**src/hw/rtl/cts_pkg.sv**
```systemverilog
`timescale 1ns / 1ps
package cts_pkg;

  // Operation codes carried by the mode field of an input transaction.
  localparam logic [1:0] MODE_APPEND = 2'd0;
  localparam logic [1:0] MODE_LATEST = 2'd1;
  localparam logic [1:0] MODE_RANGE  = 2'd2;

  // Status codes of a result transaction.
  localparam logic [1:0] STATUS_OK   = 2'd0;
  localparam logic [1:0] STATUS_NONE = 2'd1;
  localparam logic [1:0] STATUS_FULL = 2'd2;

  // Most span results that one range query may produce.
  localparam int unsigned RESULT_CAP = 16;

  // Which source the datapath loads into the output register.
  typedef enum logic [2:0] {
    KIND_APPEND    = 3'd0,
    KIND_NONE      = 3'd1,
    KIND_LATEST    = 3'd2,
    KIND_SPAN      = 3'd3,
    KIND_SPAN_LAST = 3'd4
  } out_kind_e;

  // Commands from the controller to the datapath.
  typedef struct packed {
    logic      capture;
    logic      append;
    logic      load_out;
    out_kind_e kind;
    logic      cur_step;
    logic      scan_start;
    logic      scan_run;
    logic      pend_push;
  } cmd_t;

  // Status from the datapath to the controller.
  typedef struct packed {
    logic cur_end;
    logic chunk_skip;
    logic chunk_stop;
    logic hit;
    logic abort;
    logic chunk_done;
    logic span_ok;
    logic pend_valid;
    logic cap_full;
    logic out_free;
  } sts_t;

endpackage

```
**src/hw/rtl/cts_ctrl.sv**
```systemverilog
`timescale 1ns / 1ps
module cts_ctrl import cts_pkg::*; (
  input  logic       clk_i,
  input  logic       rst_ni,
  input  logic       in_valid_i,
  input  logic [1:0] mode_i,
  output logic       in_stall_o,
  input  sts_t       sts_i,
  output cmd_t       cmd_o
);

  typedef enum logic [7:0] {
    ST_IDLE   = 8'b0000_0001,
    ST_APPEND = 8'b0000_0010,
    ST_EMIT   = 8'b0000_0100,
    ST_L_CHK  = 8'b0000_1000,
    ST_L_SCAN = 8'b0001_0000,
    ST_R_CHK  = 8'b0010_0000,
    ST_R_SCAN = 8'b0100_0000,
    ST_R_SPAN = 8'b1000_0000
  } state_e;

  state_e    state_q, state_d;
  out_kind_e kind_q, kind_d;

  // One transaction at a time: input is taken only when the sequencer is idle.
  assign in_stall_o = (state_q != ST_IDLE);

  // Sequencer for append, latest-at and range operations.
  always_comb begin
    state_d = state_q;
    kind_d  = kind_q;
    cmd_o   = '0;
    unique case (state_q)
      ST_IDLE: begin
        if (in_valid_i) begin
          cmd_o.capture = 1'b1;
          unique case (mode_i)
            MODE_APPEND: state_d = ST_APPEND;
            MODE_LATEST: state_d = ST_L_CHK;
            MODE_RANGE:  state_d = ST_R_CHK;
            default: begin
              kind_d  = KIND_NONE;
              state_d = ST_EMIT;
            end
          endcase
        end
      end
      ST_APPEND: begin
        if (sts_i.out_free) begin
          cmd_o.append   = 1'b1;
          cmd_o.load_out = 1'b1;
          cmd_o.kind     = KIND_APPEND;
          state_d        = ST_IDLE;
        end
      end
      ST_EMIT: begin
        if (sts_i.out_free) begin
          cmd_o.load_out = 1'b1;
          cmd_o.kind     = kind_q;
          state_d        = ST_IDLE;
        end
      end
      ST_L_CHK: begin
        if (sts_i.cur_end) begin
          kind_d  = KIND_NONE;
          state_d = ST_EMIT;
        end else if (sts_i.chunk_skip) begin
          cmd_o.cur_step = 1'b1;
        end else begin
          cmd_o.scan_start = 1'b1;
          state_d          = ST_L_SCAN;
        end
      end
      ST_L_SCAN: begin
        cmd_o.scan_run = 1'b1;
        if (sts_i.hit) begin
          kind_d  = KIND_LATEST;
          state_d = ST_EMIT;
        end else if (sts_i.chunk_done) begin
          cmd_o.cur_step = 1'b1;
          state_d        = ST_L_CHK;
        end
      end
      ST_R_CHK: begin
        if (sts_i.cur_end) begin
          kind_d  = sts_i.pend_valid ? KIND_SPAN_LAST : KIND_NONE;
          state_d = ST_EMIT;
        end else if (sts_i.chunk_skip) begin
          cmd_o.cur_step = 1'b1;
        end else if (sts_i.chunk_stop) begin
          kind_d  = sts_i.pend_valid ? KIND_SPAN_LAST : KIND_NONE;
          state_d = ST_EMIT;
        end else begin
          cmd_o.scan_start = 1'b1;
          state_d          = ST_R_SCAN;
        end
      end
      ST_R_SCAN: begin
        cmd_o.scan_run = 1'b1;
        if (sts_i.abort) begin
          kind_d  = KIND_NONE;
          state_d = ST_EMIT;
        end else if (sts_i.chunk_done) begin
          if (sts_i.span_ok) begin
            state_d = ST_R_SPAN;
          end else begin
            cmd_o.cur_step = 1'b1;
            state_d        = ST_R_CHK;
          end
        end
      end
      ST_R_SPAN: begin
        // The held span goes out once a newer span proves it is not the final one.
        if (sts_i.cap_full) begin
          cmd_o.cur_step = 1'b1;
          state_d        = ST_R_CHK;
        end else if (!sts_i.pend_valid) begin
          cmd_o.pend_push = 1'b1;
          cmd_o.cur_step  = 1'b1;
          state_d         = ST_R_CHK;
        end else if (sts_i.out_free) begin
          cmd_o.load_out  = 1'b1;
          cmd_o.kind      = KIND_SPAN;
          cmd_o.pend_push = 1'b1;
          cmd_o.cur_step  = 1'b1;
          state_d         = ST_R_CHK;
        end
      end
      default: begin
        state_d = ST_IDLE;
      end
    endcase
  end

  always_ff @(posedge clk_i or negedge rst_ni) begin
    if (!rst_ni) begin
      state_q <= ST_IDLE;
      kind_q  <= KIND_NONE;
    end else begin
      state_q <= state_d;
      kind_q  <= kind_d;
    end
  end

endmodule

```
**config.mk**
```make
export PLATFORM = sky130hd
export DESIGN_NAME = cts_ctrl
export DESIGN_NICKNAME = d
export VERILOG_FILES = /design/src/hw/rtl/cts_pkg.sv /design/src/hw/rtl/cts_ctrl.sv
export SDC_FILE = /design/constraint.sdc
export NUM_CORES = 1
export LEC_CHECK = 0
export BUFFER_PORTS_ARGS = -buffer_cell sky130_fd_sc_hd__buf_2
export CORE_AREA = 3 3 49 51
export CTS_CLUSTER_SIZE = 20
export DETAILED_ROUTE_END_ITERATION = 12
export DIE_AREA = 0 0 52 54
export PLACE_DENSITY_LB_ADDON = 0.2
export REMOVE_ABC_BUFFERS = 1
export SETUP_SLACK_MARGIN = 0.05
export SLEW_MARGIN = 20
export SYNTH_ARGS = -nofsm -noshare
export SYNTH_HDL_FRONTEND = slang
export SYNTH_SLANG_ARGS = --single-unit
```
**constraint.sdc**
```tcl
create_clock -name clk_i -period 4.35 [get_ports clk_i]
set_clock_uncertainty 0.05 [all_clocks]
set_input_delay 0.6525 -clock clk_i [delete_from_list [all_inputs] [get_ports clk_i]]
set_output_delay 0.6525 -clock clk_i [all_outputs]
set_load 0.1 [all_outputs]
```
---- After elaboration in Yosys (flattened, before gate mapping) ----
Index checks and enable logic that the tools add are counted.
storage, ports and cells
  register bits ........................... 11
  output and inout bits ................... 11
  word-level logic and storage cells ...... 88
cells by class
  equality and inequality tests ........... 23
  mux-type cells .......................... 56
  reductions and logical operators ........ 7
operators with widths
  kind                                                             number
  8-bit two-way mux                                                14
  8-bit one-hot mux with 7 select lines                            1
  3-bit two-way mux                                                9
  1-bit two-way mux                                                19
  6-bit one-hot mux with 3 select lines                            1
  3-bit != test, second input constant                             5
  3-bit one-hot mux with 5 select lines                            1
  4-bit two-way mux                                                3
  4-bit one-hot mux with 3 select lines                            1
  5-bit two-way mux                                                2
  2-bit != test, second input constant                             5
  8-bit by 1-bit == test with 1-bit output, second input constant  1
  8-bit by 2-bit == test with 1-bit output, second input constant  1
  8-bit by 3-bit == test with 1-bit output, second input constant  1
  8-bit by 4-bit == test with 1-bit output, second input constant  1
  8-bit by 5-bit == test with 1-bit output, second input constant  1
  8-bit by 6-bit == test with 1-bit output, second input constant  1
  8-bit by 7-bit == test with 1-bit output, second input constant  1
  8-bit == test, second input constant                             1
  8-bit by 1-bit != test with 1-bit output, second input constant  1
  8-bit AND reduction                                              1
  7-bit two-way mux                                                1
  7-bit AND reduction                                              1
  1-bit one-hot mux with 5 select lines                            1
  10 further kinds                                                 12

---- Depth between registers and ports, before layout ----
  depth after elaboration ................. 5
  depth in mapped cells ................... 6
  gate-level depth less buffers ........... 5

---- Worst setup path after synthesis ----
No wires, ideal clock.
  kind .................................... reg-to-output
  start point ............................. reg state_q[3]
  end point ............................... out cmd_o[4] in the netlist's numbering
  arrival time ............................ 3.689 ns
  required time ........................... 3.648 ns
  slack ................................... -0.042 ns
  stages on the path, launching flop included .. 6
  buffers on the path ..................... 1
  cell sequence ........................... dfrtp_1 -> buf_2 -> or4_4 -> nor4_4 -> nand3b_1 -> a21boi_0
RTL lines
  what                    line             source
  from (decl)             cts_ctrl.sv:23   state_e state_q, state_d;
  from (signal assigned)  cts_ctrl.sv:141  state_q <= state_d;
  to (decl)               cts_ctrl.sv:9    output cmd_t cmd_o

==> impl_metrics.yaml <==
cts:
  hold_buffers: 0
  ctsResizeCount: 0
  cts_tree: "yes"
  cts_root_buf: "clkbuf_4"
  ctsHtreeMaxLevel: 1
  clock_path_buffers: 2
  numCtsBuffers: 3
  clk_latency_ns: 0.27
  cts.sinks: 11
  post_cts_buffers: 0
  clk_pin_slew_ns: 0.08
die:
  coreArea_um2: 1980
  ios: 26
  dieWidth_um: 52
  row_count: 16
  die-area_um2: 2810
  initial_utilization: 0.472
  die_height_um: 54
sta:
  fin_tns_setup_ns: 0
  rsz0062_at_grt: "no"
  drv_slew: 0
  setup_violations: 0
  finalCriticalPeriod_ns: 3.20
  fmax_mhz: 313
  final_hold_viol_count: 0
  period_share: 0.735
  worstMarginPinSlew_ns: 0.539
  relSlewSlack: 0.637
layout:
  syn2layout_area_growth_pct: 17.5
  fill_cells: 199
  drive_gt1_frac: 0.336
  final_util: 0.554
  multi_input_area_um2: 621
  ff_latch_area_um2: 278
  antenna_cells: 0
  layout.nets: 141
routing:
  wl_met2_mm: 1.05
  drc: 0
  avgViaCountPerCell: 5.91
  wl_met1_mm: 1.11
  vias: 899
  wl_mm: 2.36
  dr.max_layer_used: "met4"
  drt_iter0_drc: 29
  ant_nets: 0
  wl_met3_um: 124
  avgRoutedWirePerCell_um: 15.5
  first_pass_iters: 4
worst_setup_path:
  worst-path-max-fanout: 7
  ff2ff_setup_slack_ns: 2.02
  end_kind: "output port"
  required_ns: 3.65
  startpoint: "state_q[1]"
  arrival_ns: 2.50
  path_class: "reg2out"
  start_kind: "flop"
  r2r-start: "state_q[1]"
outcome:
  outcome: "complete, no violations"
synthesis:
  synthDistinctLibCells: 51
  ys.flop_type: "dfrtp_1"
  netlist_instances: 100
  synth_area_leaders: "dfrtp_1 (24%), dfstp_2 (5.6%), mux2_4 (4.8%), nor2_1 (4.0%), and3_1 (3.3%)"
  synth-seq-cells: 11
  syn_area_um2: 935
  synth_edf_count: 0
  yosysMostFrequentCell: "nor2_1"
  async_flop_share: 1.00
  yosys.area.top_type: "dfrtp_1"
  yosys.area.top_type_share: 0.241
  seq_area_frac_synth: 0.297
  syn_area_per_cell_um2: 9.35
  ys_warn_count: 0
  synth_commonest_cells: "nor2_1 (10), dfrtp_1 (9), and3_1 (5), nand2_1 (5), o21ai_0 (5)"
grt:
  grt_start_max_net_pins: 12
  grt_pass1_vias: 833
  grt_pass1_wl_mm: 3.88
  gr-total-overflow: 0
  gr-usage-all-layers: 0.191
  antenna_found_initial: 0
worst_hold_path:
  hold_path.class: "in2async"
pwr:
  pwr_density_cell_nw_per_um2: 634
  leakagePower_nw: 0.490
  vdd_drop_max_mv: 0.536
placement:
  hpwlAfterDp_mm: 1.84
  place.gp.congestion: 0.855
  port_buffers: 25
job:
  cap_violations: 0
state kept, by name (all words and copies together), names as in the netlist:
name,cells
kind_q,3
state_q,8
stage by stage:
stage	cell area, um^2	setup slack, ns	power, W	hold WS [ns]	std cells
2_1_floorplan	913	-0.0198	0.000538	0.307	96
3_3_place_gp	1070	1.49	0.000620	0.419	148
3_5_place_dp	1070	1.44	0.000623	0.432	148
4_1_cts	1100	1.14	0.000696	0.197	152
5_1_grt	1100	1.03	0.000744	0.200	152
6_report	1100	1.15	0.000696	0.190	152
report_power, final:
group / internal, W / leakage [nW] / switching, W
Combinational: 0.000148 / 0.330 / 0.000296
Clock: 0.0000356 / 0.0150 / 0.0000385
Sequential: 0.000132 / 0.144 / 0.0000465
Total: 0.000315 / 0.490 / 0.000381
logic make-up after synthesis:
logic type | count (synthesis) | synth area share
compound gates | 20 | 0.177
xor+xnor | 2 | 0.0187
mux | 5 | 0.0723
buf+inv | 8 | 0.0388
flops | 11 | 0.297
simple gates | 54 | 0.396
path summary, 6_finish.rpt:
kind | endpoint | cells past startpoint
hold reg to reg | kind_q[2] | 1
min in group clk_i | kind_q[2] | 1
hold / removal | state_q[5] | 1
setup reg to reg | kind_q[2] | 5
setup / recovery | cmd_o[4] | 5
max in group asynchronous | state_q[0] | 1
layer usage:
metal  vias up  track usage
li1        435            -
met1       422        0.258
met2        33        0.285
met3         9       0.0305
met4         0        0.118
met5         -            0
placed cells by master, fill, tap and decap left out, types with 2 or more instances in the layout:
master and instances:
and3_1 5, nor2b_1 4, nand2_1 5, nor3_1 4
dfstp_2 2, o21ai_0 5, nor4_1 2, mux2_1 2
nand4b_1 2, nand3b_1 2, nor2_1 10, buf_2 25
dfrtp_1 9, or4_1 2, and4b_1 2, inv_1 4
clkbuf_4 3, mux2_4 3, a21boi_1 2
worst max-delay path, stage by stage, from the launching register on:
cell,delay [ns]
dfrtp_1,0.45
or4_4,0.61
nor4_4,0.35
nand3b_1,0.18
a21boi_0,0.18
buf_2,0.45
layout make-up:
class / count / share of cell area
clock buffer: 4 / 0.0239
multi-input combinational: 81 / 0.565
timing repair buffer: 25 / 0.114
sequential: 11 / 0.253
tap: 27 / 0.0308
inverter: 4 / 0.0137
No activity file was read; power rests on OpenSTA's default activity.
