==> config.mk <==
export PLATFORM = sky130hd
export DESIGN_NAME = cts_datapath
export DESIGN_NICKNAME = d
export VERILOG_FILES = /design/src/hw/rtl/cts_pkg.sv /design/src/hw/rtl/cts_datapath.sv
export SDC_FILE = /design/constraint.sdc
export NUM_CORES = 2
export LEC_CHECK = 0
export BUFFER_PORTS_ARGS = -buffer_cell sky130_fd_sc_hd__buf_4
export CELL_PAD_IN_SITES_DETAIL_PLACEMENT = 2
export CELL_PAD_IN_SITES_GLOBAL_PLACEMENT = 2
export CORE_ASPECT_RATIO = 0.6
export CORE_MARGIN = 5
export CORE_UTILIZATION = 50
export CTS_CLUSTER_SIZE = 24
export DETAILED_ROUTE_END_ITERATION = 10
export PLACE_DENSITY_LB_ADDON = 0.08
export SYNTH_ARGS = -nofsm -noshare
export SYNTH_HDL_FRONTEND = slang
export SYNTH_SLANG_ARGS = --single-unit
==> constraint.sdc <==
create_clock -name clk_i -period 10.75 [get_ports clk_i]
set_input_delay 0 -clock clk_i [delete_from_list [all_inputs] [get_ports clk_i]]
set_output_delay 0 -clock clk_i [all_outputs]
set_load 0.05 [all_outputs]
==> src/hw/rtl/cts_pkg.sv <==
`timescale 1ns / 1ps
package cts_pkg;

  // Operation codes carried by the mode field of an input transaction.
  localparam logic [1:0] MODE_APPEND = 2'd0;
  localparam logic [1:0] MODE_LATEST = 2'd1;
  localparam logic [1:0] MODE_RANGE  = 2'd2;

  // Status codes of a result transaction.
  localparam logic [1:0] STATUS_OK   = 2'd0;
  localparam logic [1:0] STATUS_NONE = 2'd1;
  localparam logic [1:0] STATUS_FULL = 2'd2;

  // Most span results that one range query may produce.
  localparam int unsigned RESULT_CAP = 16;

  // Which source the datapath loads into the output register.
  typedef enum logic [2:0] {
    KIND_APPEND    = 3'd0,
    KIND_NONE      = 3'd1,
    KIND_LATEST    = 3'd2,
    KIND_SPAN      = 3'd3,
    KIND_SPAN_LAST = 3'd4
  } out_kind_e;

  // Commands from the controller to the datapath.
  typedef struct packed {
    logic      capture;
    logic      append;
    logic      load_out;
    out_kind_e kind;
    logic      cur_step;
    logic      scan_start;
    logic      scan_run;
    logic      pend_push;
  } cmd_t;

  // Status from the datapath to the controller.
  typedef struct packed {
    logic cur_end;
    logic chunk_skip;
    logic chunk_stop;
    logic hit;
    logic abort;
    logic chunk_done;
    logic span_ok;
    logic pend_valid;
    logic cap_full;
    logic out_free;
  } sts_t;

endpackage

==> src/hw/rtl/cts_datapath.sv <==
`timescale 1ns / 1ps
module cts_datapath import cts_pkg::*; #(
  parameter int unsigned MAX_CHUNKS     = 16,
  parameter int unsigned ROWS_PER_CHUNK = 256,
  localparam int unsigned RIW       = (ROWS_PER_CHUNK > 1) ? $clog2(ROWS_PER_CHUNK) : 1,
  localparam int unsigned MEM_DEPTH = MAX_CHUNKS * (2 ** RIW),
  localparam int unsigned MEM_AW    = (MEM_DEPTH > 1) ? $clog2(MEM_DEPTH) : 1
) (
  input  logic               clk_i,
  input  logic               rst_ni,
  input  logic [1:0]         mode_i,
  input  logic               new_chunk_i,
  input  logic signed [63:0] sample_time_i,
  input  logic signed [63:0] query_time_i,
  input  logic signed [63:0] range_low_i,
  input  logic signed [63:0] range_high_i,
  input  cmd_t               cmd_i,
  output sts_t               sts_o,
  output logic               mem_we_o,
  output logic [MEM_AW-1:0]  mem_addr_o,
  output logic [63:0]        mem_wdata_o,
  input  logic [63:0]        mem_rdata_i,
  input  logic               out_stall_i,
  output logic               out_valid_o,
  output logic [1:0]         status_o,
  output logic [3:0]         chunk_number_o,
  output logic [7:0]         row_first_o,
  output logic [8:0]         row_end_o,
  output logic signed [63:0] found_time_o,
  output logic               last_o
);

  localparam int unsigned CIW = (MAX_CHUNKS > 1) ? $clog2(MAX_CHUNKS) : 1;
  localparam int unsigned CUW = $clog2(MAX_CHUNKS + 1);
  localparam int unsigned RCW = $clog2(ROWS_PER_CHUNK + 1);
  localparam int unsigned NW  = $clog2(RESULT_CAP + 1);

  // Captured transaction.
  logic [1:0]         mode_q;
  logic               new_chunk_q;
  logic signed [63:0] sample_q, query_q, lo_q, hi_q;

  // Chunk headers.
  logic [CUW-1:0]     used_q;
  logic [RCW-1:0]     rows_q [MAX_CHUNKS];
  logic signed [63:0] min_q  [MAX_CHUNKS];
  logic signed [63:0] max_q  [MAX_CHUNKS];

  // Scan state.
  logic [CUW-1:0] cur_q;
  logic [RCW-1:0] iss_q;
  logic           dv_q, dv_d;
  logic [RIW-1:0] drow_q;
  logic           in_span_q, located_q;
  logic [RIW-1:0] first_q;

  // Latest-at hit.
  logic [CIW-1:0]     fnd_chunk_q;
  logic [RIW-1:0]     fnd_row_q;
  logic signed [63:0] fnd_time_q;

  // Span just closed, and span held back until the next one shows up.
  logic [CIW-1:0] new_chunk_idx_q;
  logic [RIW-1:0] new_first_q;
  logic [RCW-1:0] new_end_q;
  logic           pend_valid_q;
  logic [CIW-1:0] pend_chunk_q;
  logic [RIW-1:0] pend_first_q;
  logic [RCW-1:0] pend_end_q;
  logic [NW-1:0]  n_q;

  // Output register.
  logic               out_valid_q;
  logic [1:0]         out_status_q, out_status_d;
  logic [3:0]         out_chunk_q, out_chunk_d;
  logic [7:0]         out_first_q, out_first_d;
  logic [8:0]         out_end_q, out_end_d;
  logic signed [63:0] out_time_q, out_time_d;
  logic               out_last_q, out_last_d;

  // Header lookup and append decision.
  logic               is_latest, is_append;
  logic [CUW-1:0]     used_m1, cur_m1;
  logic [CIW-1:0]     sel_idx, chunk_idx;
  logic [RCW-1:0]     rows_sel;
  logic signed [63:0] min_sel, max_sel;
  logic               need_new, store_full, app_write;
  logic [CIW-1:0]     app_chunk;
  logic [RCW-1:0]     app_row;
  logic signed [63:0] app_min, app_max;

  assign is_latest = (mode_q == MODE_LATEST);
  assign is_append = (mode_q == MODE_APPEND);
  assign used_m1   = used_q - CUW'(1);
  assign cur_m1    = cur_q - CUW'(1);
  assign sel_idx   = is_latest ? cur_m1[CIW-1:0] : cur_q[CIW-1:0];
  assign chunk_idx = is_append ? used_m1[CIW-1:0] : sel_idx;
  assign rows_sel  = rows_q[chunk_idx];
  assign min_sel   = min_q[chunk_idx];
  assign max_sel   = max_q[chunk_idx];

  assign need_new   = (used_q == '0) || new_chunk_q || (rows_sel >= RCW'(ROWS_PER_CHUNK));
  assign store_full = need_new && (used_q >= CUW'(MAX_CHUNKS));
  assign app_write  = cmd_i.append && !store_full;
  assign app_chunk  = need_new ? used_q[CIW-1:0] : used_m1[CIW-1:0];
  assign app_row    = need_new ? '0 : rows_sel;
  assign app_min    = (need_new || (sample_q < min_sel)) ? sample_q : min_sel;
  assign app_max    = (need_new || (sample_q > max_sel)) ? sample_q : max_sel;

  // Row scan: one read issued per cycle, compare on the data of the previous read.
  logic signed [63:0] ts;
  logic               can_issue;
  logic [RCW-1:0]     issue_row;
  logic               ge_lo, le_hi, le_t;
  logic               l_hit, l_done;
  logic               seek, r_begin, r_abort, r_empty, r_close, r_exhaust, r_done, r_span;
  logic               ev_end;

  assign ts        = $signed(mem_rdata_i);
  assign can_issue = is_latest ? (iss_q != '0) : (iss_q < rows_sel);
  assign issue_row = is_latest ? (iss_q - RCW'(1)) : iss_q;
  assign ge_lo     = (ts >= lo_q);
  assign le_hi     = (ts <= hi_q);
  assign le_t      = (ts <= query_q);

  assign l_hit  = dv_q && le_t;
  assign l_done = !dv_q && (iss_q == '0);

  assign seek      = dv_q && !in_span_q && ge_lo;
  assign r_begin   = seek && le_hi;
  assign r_abort   = seek && !le_hi && !located_q;
  assign r_empty   = seek && !le_hi && located_q;
  assign r_close   = dv_q && in_span_q && !le_hi;
  assign r_exhaust = !dv_q && (iss_q == rows_sel);
  assign r_done    = r_empty || r_close || r_exhaust;
  assign r_span    = r_close || (r_exhaust && in_span_q);

  assign ev_end = is_latest ? (l_hit || l_done) : (r_abort || r_done);
  assign dv_d   = cmd_i.scan_run && can_issue && !ev_end;

  // Memory port shared by the append write and the scan reads.
  assign mem_we_o    = app_write;
  assign mem_wdata_o = sample_q;
  assign mem_addr_o  = is_append ? MEM_AW'({app_chunk, app_row[RIW-1:0]})
                                 : MEM_AW'({sel_idx, issue_row[RIW-1:0]});

  // Status toward the controller.
  logic out_free;

  assign out_free = !out_valid_q || !out_stall_i;

  always_comb begin
    sts_o            = '0;
    sts_o.cur_end    = is_latest ? (cur_q == '0) : (cur_q == used_q);
    sts_o.chunk_skip = is_latest ? (min_sel > query_q) : (max_sel < lo_q);
    sts_o.chunk_stop = !is_latest && located_q && (min_sel > hi_q);
    sts_o.hit        = is_latest && l_hit;
    sts_o.abort      = !is_latest && r_abort;
    sts_o.chunk_done = is_latest ? l_done : r_done;
    sts_o.span_ok    = r_span;
    sts_o.pend_valid = pend_valid_q;
    sts_o.cap_full   = (n_q == NW'(RESULT_CAP));
    sts_o.out_free   = out_free;
  end

  // Control registers.
  always_ff @(posedge clk_i or negedge rst_ni) begin
    if (!rst_ni) begin
      used_q       <= '0;
      cur_q        <= '0;
      iss_q        <= '0;
      dv_q         <= 1'b0;
      in_span_q    <= 1'b0;
      located_q    <= 1'b0;
      pend_valid_q <= 1'b0;
      n_q          <= '0;
      out_valid_q  <= 1'b0;
      for (int i = 0; i < MAX_CHUNKS; i++) begin
        rows_q[i] <= '0;
      end
    end else begin
      dv_q <= dv_d;
      if (cmd_i.capture) begin
        cur_q        <= (mode_i == MODE_LATEST) ? used_q : '0;
        located_q    <= 1'b0;
        pend_valid_q <= 1'b0;
        n_q          <= '0;
      end
      if (app_write) begin
        rows_q[app_chunk] <= app_row + RCW'(1);
        if (need_new) begin
          used_q <= used_q + CUW'(1);
        end
      end
      if (cmd_i.cur_step) begin
        cur_q <= is_latest ? cur_m1 : (cur_q + CUW'(1));
      end
      if (cmd_i.scan_start) begin
        iss_q     <= is_latest ? rows_sel : '0;
        in_span_q <= 1'b0;
      end
      if (cmd_i.scan_run) begin
        if (can_issue) begin
          iss_q <= is_latest ? (iss_q - RCW'(1)) : (iss_q + RCW'(1));
        end
        if (!is_latest && r_begin) begin
          in_span_q <= 1'b1;
          located_q <= 1'b1;
        end
      end
      if (cmd_i.pend_push) begin
        pend_valid_q <= 1'b1;
        n_q          <= n_q + NW'(1);
      end
      if (cmd_i.load_out) begin
        out_valid_q <= 1'b1;
      end else if (!out_stall_i) begin
        out_valid_q <= 1'b0;
      end
    end
  end

  // Payload registers.
  always_ff @(posedge clk_i) begin
    drow_q <= issue_row[RIW-1:0];
    if (cmd_i.capture) begin
      mode_q      <= mode_i;
      new_chunk_q <= new_chunk_i;
      sample_q    <= sample_time_i;
      query_q     <= query_time_i;
      lo_q        <= range_low_i;
      hi_q        <= range_high_i;
    end
    if (app_write) begin
      min_q[app_chunk] <= app_min;
      max_q[app_chunk] <= app_max;
    end
    if (cmd_i.scan_run && !is_latest && r_begin) begin
      first_q <= drow_q;
    end
    if (cmd_i.scan_run && is_latest && l_hit) begin
      fnd_chunk_q <= sel_idx;
      fnd_row_q   <= drow_q;
      fnd_time_q  <= ts;
    end
    if (cmd_i.scan_run && !is_latest && r_span) begin
      new_chunk_idx_q <= sel_idx;
      new_first_q     <= first_q;
      new_end_q       <= r_close ? RCW'(drow_q) : rows_sel;
    end
    if (cmd_i.pend_push) begin
      pend_chunk_q <= new_chunk_idx_q;
      pend_first_q <= new_first_q;
      pend_end_q   <= new_end_q;
    end
    if (cmd_i.load_out) begin
      out_status_q <= out_status_d;
      out_chunk_q  <= out_chunk_d;
      out_first_q  <= out_first_d;
      out_end_q    <= out_end_d;
      out_time_q   <= out_time_d;
      out_last_q   <= out_last_d;
    end
  end

  // Result assembly; index fields are cut to the widths of the output fields.
  logic [CIW-1:0] res_chunk;
  logic [RIW-1:0] res_first;
  logic [RCW-1:0] res_end;
  logic [31:0]    chunk_w, first_w, end_w;

  always_comb begin
    out_status_d = STATUS_NONE;
    res_chunk    = '0;
    res_first    = '0;
    res_end      = '0;
    out_time_d   = '0;
    out_last_d   = 1'b1;
    case (cmd_i.kind)
      KIND_APPEND: begin
        if (store_full) begin
          out_status_d = STATUS_FULL;
        end else begin
          out_status_d = STATUS_OK;
          res_chunk    = app_chunk;
          res_first    = app_row[RIW-1:0];
          res_end      = app_row + RCW'(1);
        end
      end
      KIND_LATEST: begin
        out_status_d = STATUS_OK;
        res_chunk    = fnd_chunk_q;
        res_first    = fnd_row_q;
        res_end      = RCW'(fnd_row_q) + RCW'(1);
        out_time_d   = fnd_time_q;
      end
      KIND_SPAN, KIND_SPAN_LAST: begin
        out_status_d = STATUS_OK;
        res_chunk    = pend_chunk_q;
        res_first    = pend_first_q;
        res_end      = pend_end_q;
        out_last_d   = (cmd_i.kind == KIND_SPAN_LAST);
      end
      default: begin
        out_status_d = STATUS_NONE;
      end
    endcase
  end

  assign chunk_w     = 32'(res_chunk);
  assign first_w     = 32'(res_first);
  assign end_w       = 32'(res_end);
  assign out_chunk_d = chunk_w[3:0];
  assign out_first_d = first_w[7:0];
  assign out_end_d   = end_w[8:0];

  assign out_valid_o    = out_valid_q;
  assign status_o       = out_status_q;
  assign chunk_number_o = out_chunk_q;
  assign row_first_o    = out_first_q;
  assign row_end_o      = out_end_q;
  assign found_time_o   = out_time_q;
  assign last_o         = out_last_q;

endmodule

==> impl_metrics.env, run 1 <==
export IMPL_start_util_pct=50.2
export IMPL_synthFlopType="edfxtp_1"
export IMPL_place_congestion=0.867
export IMPL_cts_setup_buffers=0
export IMPL_synth_top_area_share_pct=65.0
export IMPL_core_rowCount=137
export IMPL_status="stopped before the end"
export IMPL_error="[ERROR DPL-0033] detailed placement checks failed during check placement."
export IMPL_hold_buffers=661
export IMPL_cts_resized=0
export IMPL_die_x_um=633
export IMPL_portBuffers=511
export IMPL_post_dp_hpwl_um=286000
export IMPL_synth_top_area_cell="edfxtp_1"
export IMPL_ys_types=86
export IMPL_dp_slack_ns=1.42
export IMPL_yosys_warnings=0
export IMPL_synth_nets=7522
export IMPL_async_flop_share_pct=6.40
export IMPL_syn_instance_count=6655
export IMPL_cts_root_buf="clkbuf_16"
export IMPL_io_pins=512
export IMPL_dieHeight_um=384
export IMPL_cts_sinks=2702
export IMPL_clk_path_buf_depth=4
export IMPL_synthTopCellsByArea="edfxtp_1, mux4_2, ha_1"
export IMPL_ys_ff_latch=2702
export IMPL_synth_seq_area_share_pct=68.9
export IMPL_synth_edf_count=2521
export IMPL_ctsHtreeMaxLevel=5
export IMPL_lastStage="4_1_cts"
export IMPL_avgSynthCellArea_um2=17.5
export IMPL_mappedNetlistArea_um2=116000
export IMPL_cts_buffers=267
==> metrics by stage <==
stage               hold WS (ns)  instance area, um^2  utilization, %  std cells
detailed placement        0.0677               125000            53.7      10162
global placement          0.0635               125000            53.7      10161
floorplan                 -0.296               116000               -       6655
==> synthesized netlist by cell type, drive strengths merged (10+ instances only) <==
cell type	n
nand3	187
nor2b	101
and3	91
o21a	22
inv	360
a221o	11
nand2	213
a21oi	233
or3	15
nand2b	17
mux4	517
a211o	10
xor2	15
nor4	17
o21ai	144
edfxtp	2521
mux2	287
a22oi	83
nor2	169
a31oi	13
and2	13
buf	157
o31ai	13
or4	11
dfrtp	173
o211ai	29
ha	531
a2111oi	13
clkbuf	133
xnor2	20
a211oi	85
a21o	100
nand4	98
nor3	59
mux2i	100
==> kinds of logic after synthesis <==
kind of cell | Yosys count | synth area share (%)
mux | 904 | 13.7
flops | 2702 | 68.9
simple gates | 1024 | 4.61
buf+inv | 650 | 2.31
fa+ha+maj | 531 | 5.71
compound gates | 809 | 4.55
xor+xnor | 35 | 0.263
==> inputs of run 2 (changes only) <==
==> config.mk (replaced) <==
export PLATFORM = sky130hd
export DESIGN_NAME = cts_datapath
export DESIGN_NICKNAME = d
export VERILOG_FILES = /design/src/hw/rtl/cts_pkg.sv /design/src/hw/rtl/cts_datapath.sv
export SDC_FILE = /design/constraint.sdc
export NUM_CORES = 2
export LEC_CHECK = 0
export BUFFER_PORTS_ARGS = -buffer_cell sky130_fd_sc_hd__buf_4
export CORE_MARGIN = 5
export CORE_UTILIZATION = 35
export DETAILED_ROUTE_END_ITERATION = 10
export PLACE_DENSITY_LB_ADDON = 0.15
export SYNTH_ARGS = -nofsm -noshare
export SYNTH_HDL_FRONTEND = slang
export SYNTH_SLANG_ARGS = --single-unit
==> run 2 against run 1 <==
The flow now finishes without violations. Synthesized cell count unchanged. Synthesized area unchanged.
==> impl_metrics.env, run 2 <==
export IMPL_portBuffers=511
export IMPL_fin_nets=8918
export IMPL_path_clk_slew_ns=0.06
export IMPL_fin_crit_ns=10.07
export IMPL_avgSynthCellArea_um2=17.5
export IMPL_crit_required_ns=10.75
export IMPL_cp_start_kind="flip-flop"
export IMPL_core_um2=331000
export IMPL_wirelength_um=390000
export IMPL_rsz0062_at_grt="false"
export IMPL_r2r_end="min_q[12][21]"
export IMPL_crit_fanout=54
export IMPL_max_slew_margin_rel_pct=2.55
export IMPL_final_common_cell="edfxtp_1"
export IMPL_cts_resized=0
export IMPL_grt_pass1_wl_um=544000
export IMPL_dr_wl_met3_um=26900
export IMPL_cts_root_buf="clkbuf_16"
export IMPL_fin_area_um2=143000
export IMPL_die_x_um=587
export IMPL_top_layer="met5"
export IMPL_core_rowCount=211
export IMPL_drtAntennaViolNets=0
export IMPL_finClkSkew_ns=0.0679
export IMPL_syn_to_final_growth_pct=23.1
export IMPL_tightest_slew_ns=1.45
export IMPL_cts_buffers=308
export IMPL_ys_types=86
export IMPL_mappedNetlistArea_um2=116000
export IMPL_ir_worst_vdd_uv=179
export IMPL_maxClockFrequency_mhz=99.3
export IMPL_drc=0
export IMPL_critPathKind="reg -> out"
export IMPL_antenna_found_initial=39
export IMPL_synthTopCellsByArea="edfxtp_1, mux4_2, ha_1"
export IMPL_post_dp_hpwl_um=246000
export IMPL_setup_violations=0
export IMPL_rr_startpoint="used_q[0]"
export IMPL_dieHeight_um=587
export IMPL_first_iter_violations=5993
export IMPL_status="completed"
export IMPL_worstHoldPathType="in -> reg"
export IMPL_synth_commonest_cells="edfxtp_1, ha_1, mux4_2"
export IMPL_dieArea_um2=344000
export IMPL_final_max_slew_viol_count=0
export IMPL_synth_most_common_cell="edfxtp_1"
export IMPL_grt_usage_pct=22.1
export IMPL_ctsHtreeMaxLevel=5
export IMPL_synthFlopType="edfxtp_1"
export IMPL_tritoncts="done"
export IMPL_wl_met2_um=182000
export IMPL_crit_arrival_ns=10.07
export IMPL_place_area_um2=126000
export IMPL_reg_top3="max_q (1024), min_q (1024), rows_q (144)"
export IMPL_final_cell_mix="edfxtp_1, dlygate4sd3_1, buf_4"
export IMPL_synth_nets=7522
export IMPL_setup_worst_path_end="sts_o[8]"
export IMPL_ff2ff_path_depth=22
export IMPL_cts_sinks=2702
export IMPL_synth_top_area_cell="edfxtp_1"
export IMPL_syn_instance_count=6655
export IMPL_async_flop_share_pct=6.40
export IMPL_setup_tns_ns=0
export IMPL_hold_viol=0
export IMPL_maxCapViolCount=0
export IMPL_clk_path_buf_depth=4
export IMPL_synth_edf_count=2521
export IMPL_wl_met1_um=169000
export IMPL_fin_crit_sh_pct=93.7
export IMPL_first_global_vias=70416
export IMPL_synth_seq_area_share_pct=68.9
export IMPL_min_path_cells=4
export IMPL_power_density_nw_per_um2=271
export IMPL_r2r_slack_ns=1.35
export IMPL_num_vias=68814
export IMPL_leakage_nw=51.8
export IMPL_viasPerCell=5.42
export IMPL_nFillCells=29062
export IMPL_place_congestion=0.842
export IMPL_grt_max_degree=88
export IMPL_dr_pass1_iters=5
export IMPL_ys_ff_latch=2702
export IMPL_startpoint="used_q[0]"
export IMPL_detail_route_wl_per_cell_um=30.7
export IMPL_cp_end_kind="primary output"
export IMPL_grt_overflow_total=0
export IMPL_synth_top_area_share_pct=65.0
export IMPL_start_util_pct=35.2
export IMPL_drive_above_1_share_pct=23.8
export IMPL_worstSkewPairLatency_ns=0.93
export IMPL_finalNonFillerCells=12689
export IMPL_dp_cells=11438
export IMPL_fin_util_pct=43.3
export IMPL_io_pins=512
export IMPL_yosys_warnings=0
-- run 2: timing repair --
action / in CTS / in global routing
hold endpoints to repair: 685 / 0
hold buffers: 669 / 0
setup buffers: 0 / 0
endpoints found under the setup margin: 0 / 0
-- run 2: area by class of cell --
| class | instances | area (um^2) | share of cell area, % |
|---|---|---|---|
| Tap cell | 4366 | 5460 | 3.81 |
| Sequential cell | 2702 | 80200 | 56.0 |
| Timing Repair Buffer | 1376 | 12500 | 8.74 |
| Inverter | 360 | 1370 | 0.953 |
| Clock buffer | 381 | 8140 | 5.68 |
| Antenna cell | 18 | 45.0 | 0.0314 |
| Multi-Input combinational cell | 3303 | 33600 | 23.5 |
| Clock inverter | 183 | 1940 | 1.36 |
-- run 2: routing by layer --
| metal | vias up | GRT usage [%] |
|---|---|---|
| li1 | 29460 | - |
| met1 | 36388 | 30.8 |
| met2 | 2455 | 35.4 |
| met3 | 503 | 4.19 |
| met4 | 8 | 6.17 |
| met5 | - | 0 |
-- run 2: power by group --
group          leakage (nW)  internal, W  switching [W]
Clock                  4.90      0.00617        0.00438
Sequential             25.4       0.0142       0.000400
Combinational          21.5      0.00483        0.00885
-- run 2: logic make-up after synthesis --
logic type                 count (synthesis)  share of synthesized area [%]
and+or+nand+nor                         1024                           4.61
muxes                                    904                           13.7
DFF                                     2702                           68.9
AOI/OAI and AO/OA                        809                           4.55
buffers and inverters                    650                           2.31
xor gates and xnor gates                  35                          0.263
adders and majority gates                531                           5.71
-- run 2: stage by stage --
stage	hold slack, ns	power, W	setup WS [ns]
2_1_floorplan	-0.296	0.0231	2.54
3_3_place_gp	0.0786	0.0280	1.52
3_5_place_dp	0.0916	0.0283	1.40
4_1_cts	0.000735	0.0391	0.657
5_1_grt	0.0348	0.0407	0.336
6_report	0.0605	0.0388	0.682
-- run 2: how the worst min path moves through the flow --
| stage | endpoint | start |
|---|---|---|
| after floorplan | cur_q[0] | rst_ni |
| after global placement | cur_q[4] | rst_ni |
| after detailed placement | pend_valid_q | rst_ni |
| after CTS | fnd_time_q[35] | mem_rdata_i[35] |
| after global routing | fnd_time_q[35] | mem_rdata_i[35] |
| final | cur_q[4] | cmd_i[3] |
-- run 2: worst max-delay path, stage by stage, from the launching register on --
cell	delay, ns
dfrtp_1	0.77
inv_1	0.31
ha_1	0.49
mux2_2	0.34
o21ai_4	0.84
buf_12	0.42
buf_4	0.35
buf_4	0.26
mux4_2	0.31
a22oi_1	0.20
nand3_1	0.27
ha_1	0.38
and4_1	0.22
nand3_1	0.15
nor3_1	0.94
and3_1	0.64
and3_1	0.44
o21ai_0	0.44
a31oi_1	0.26
and4b_1	0.27
a41oi_1	0.17
o31ai_1	0.22
buf_4	0.27
Note: power is estimated with default switching activity, not from simulation.
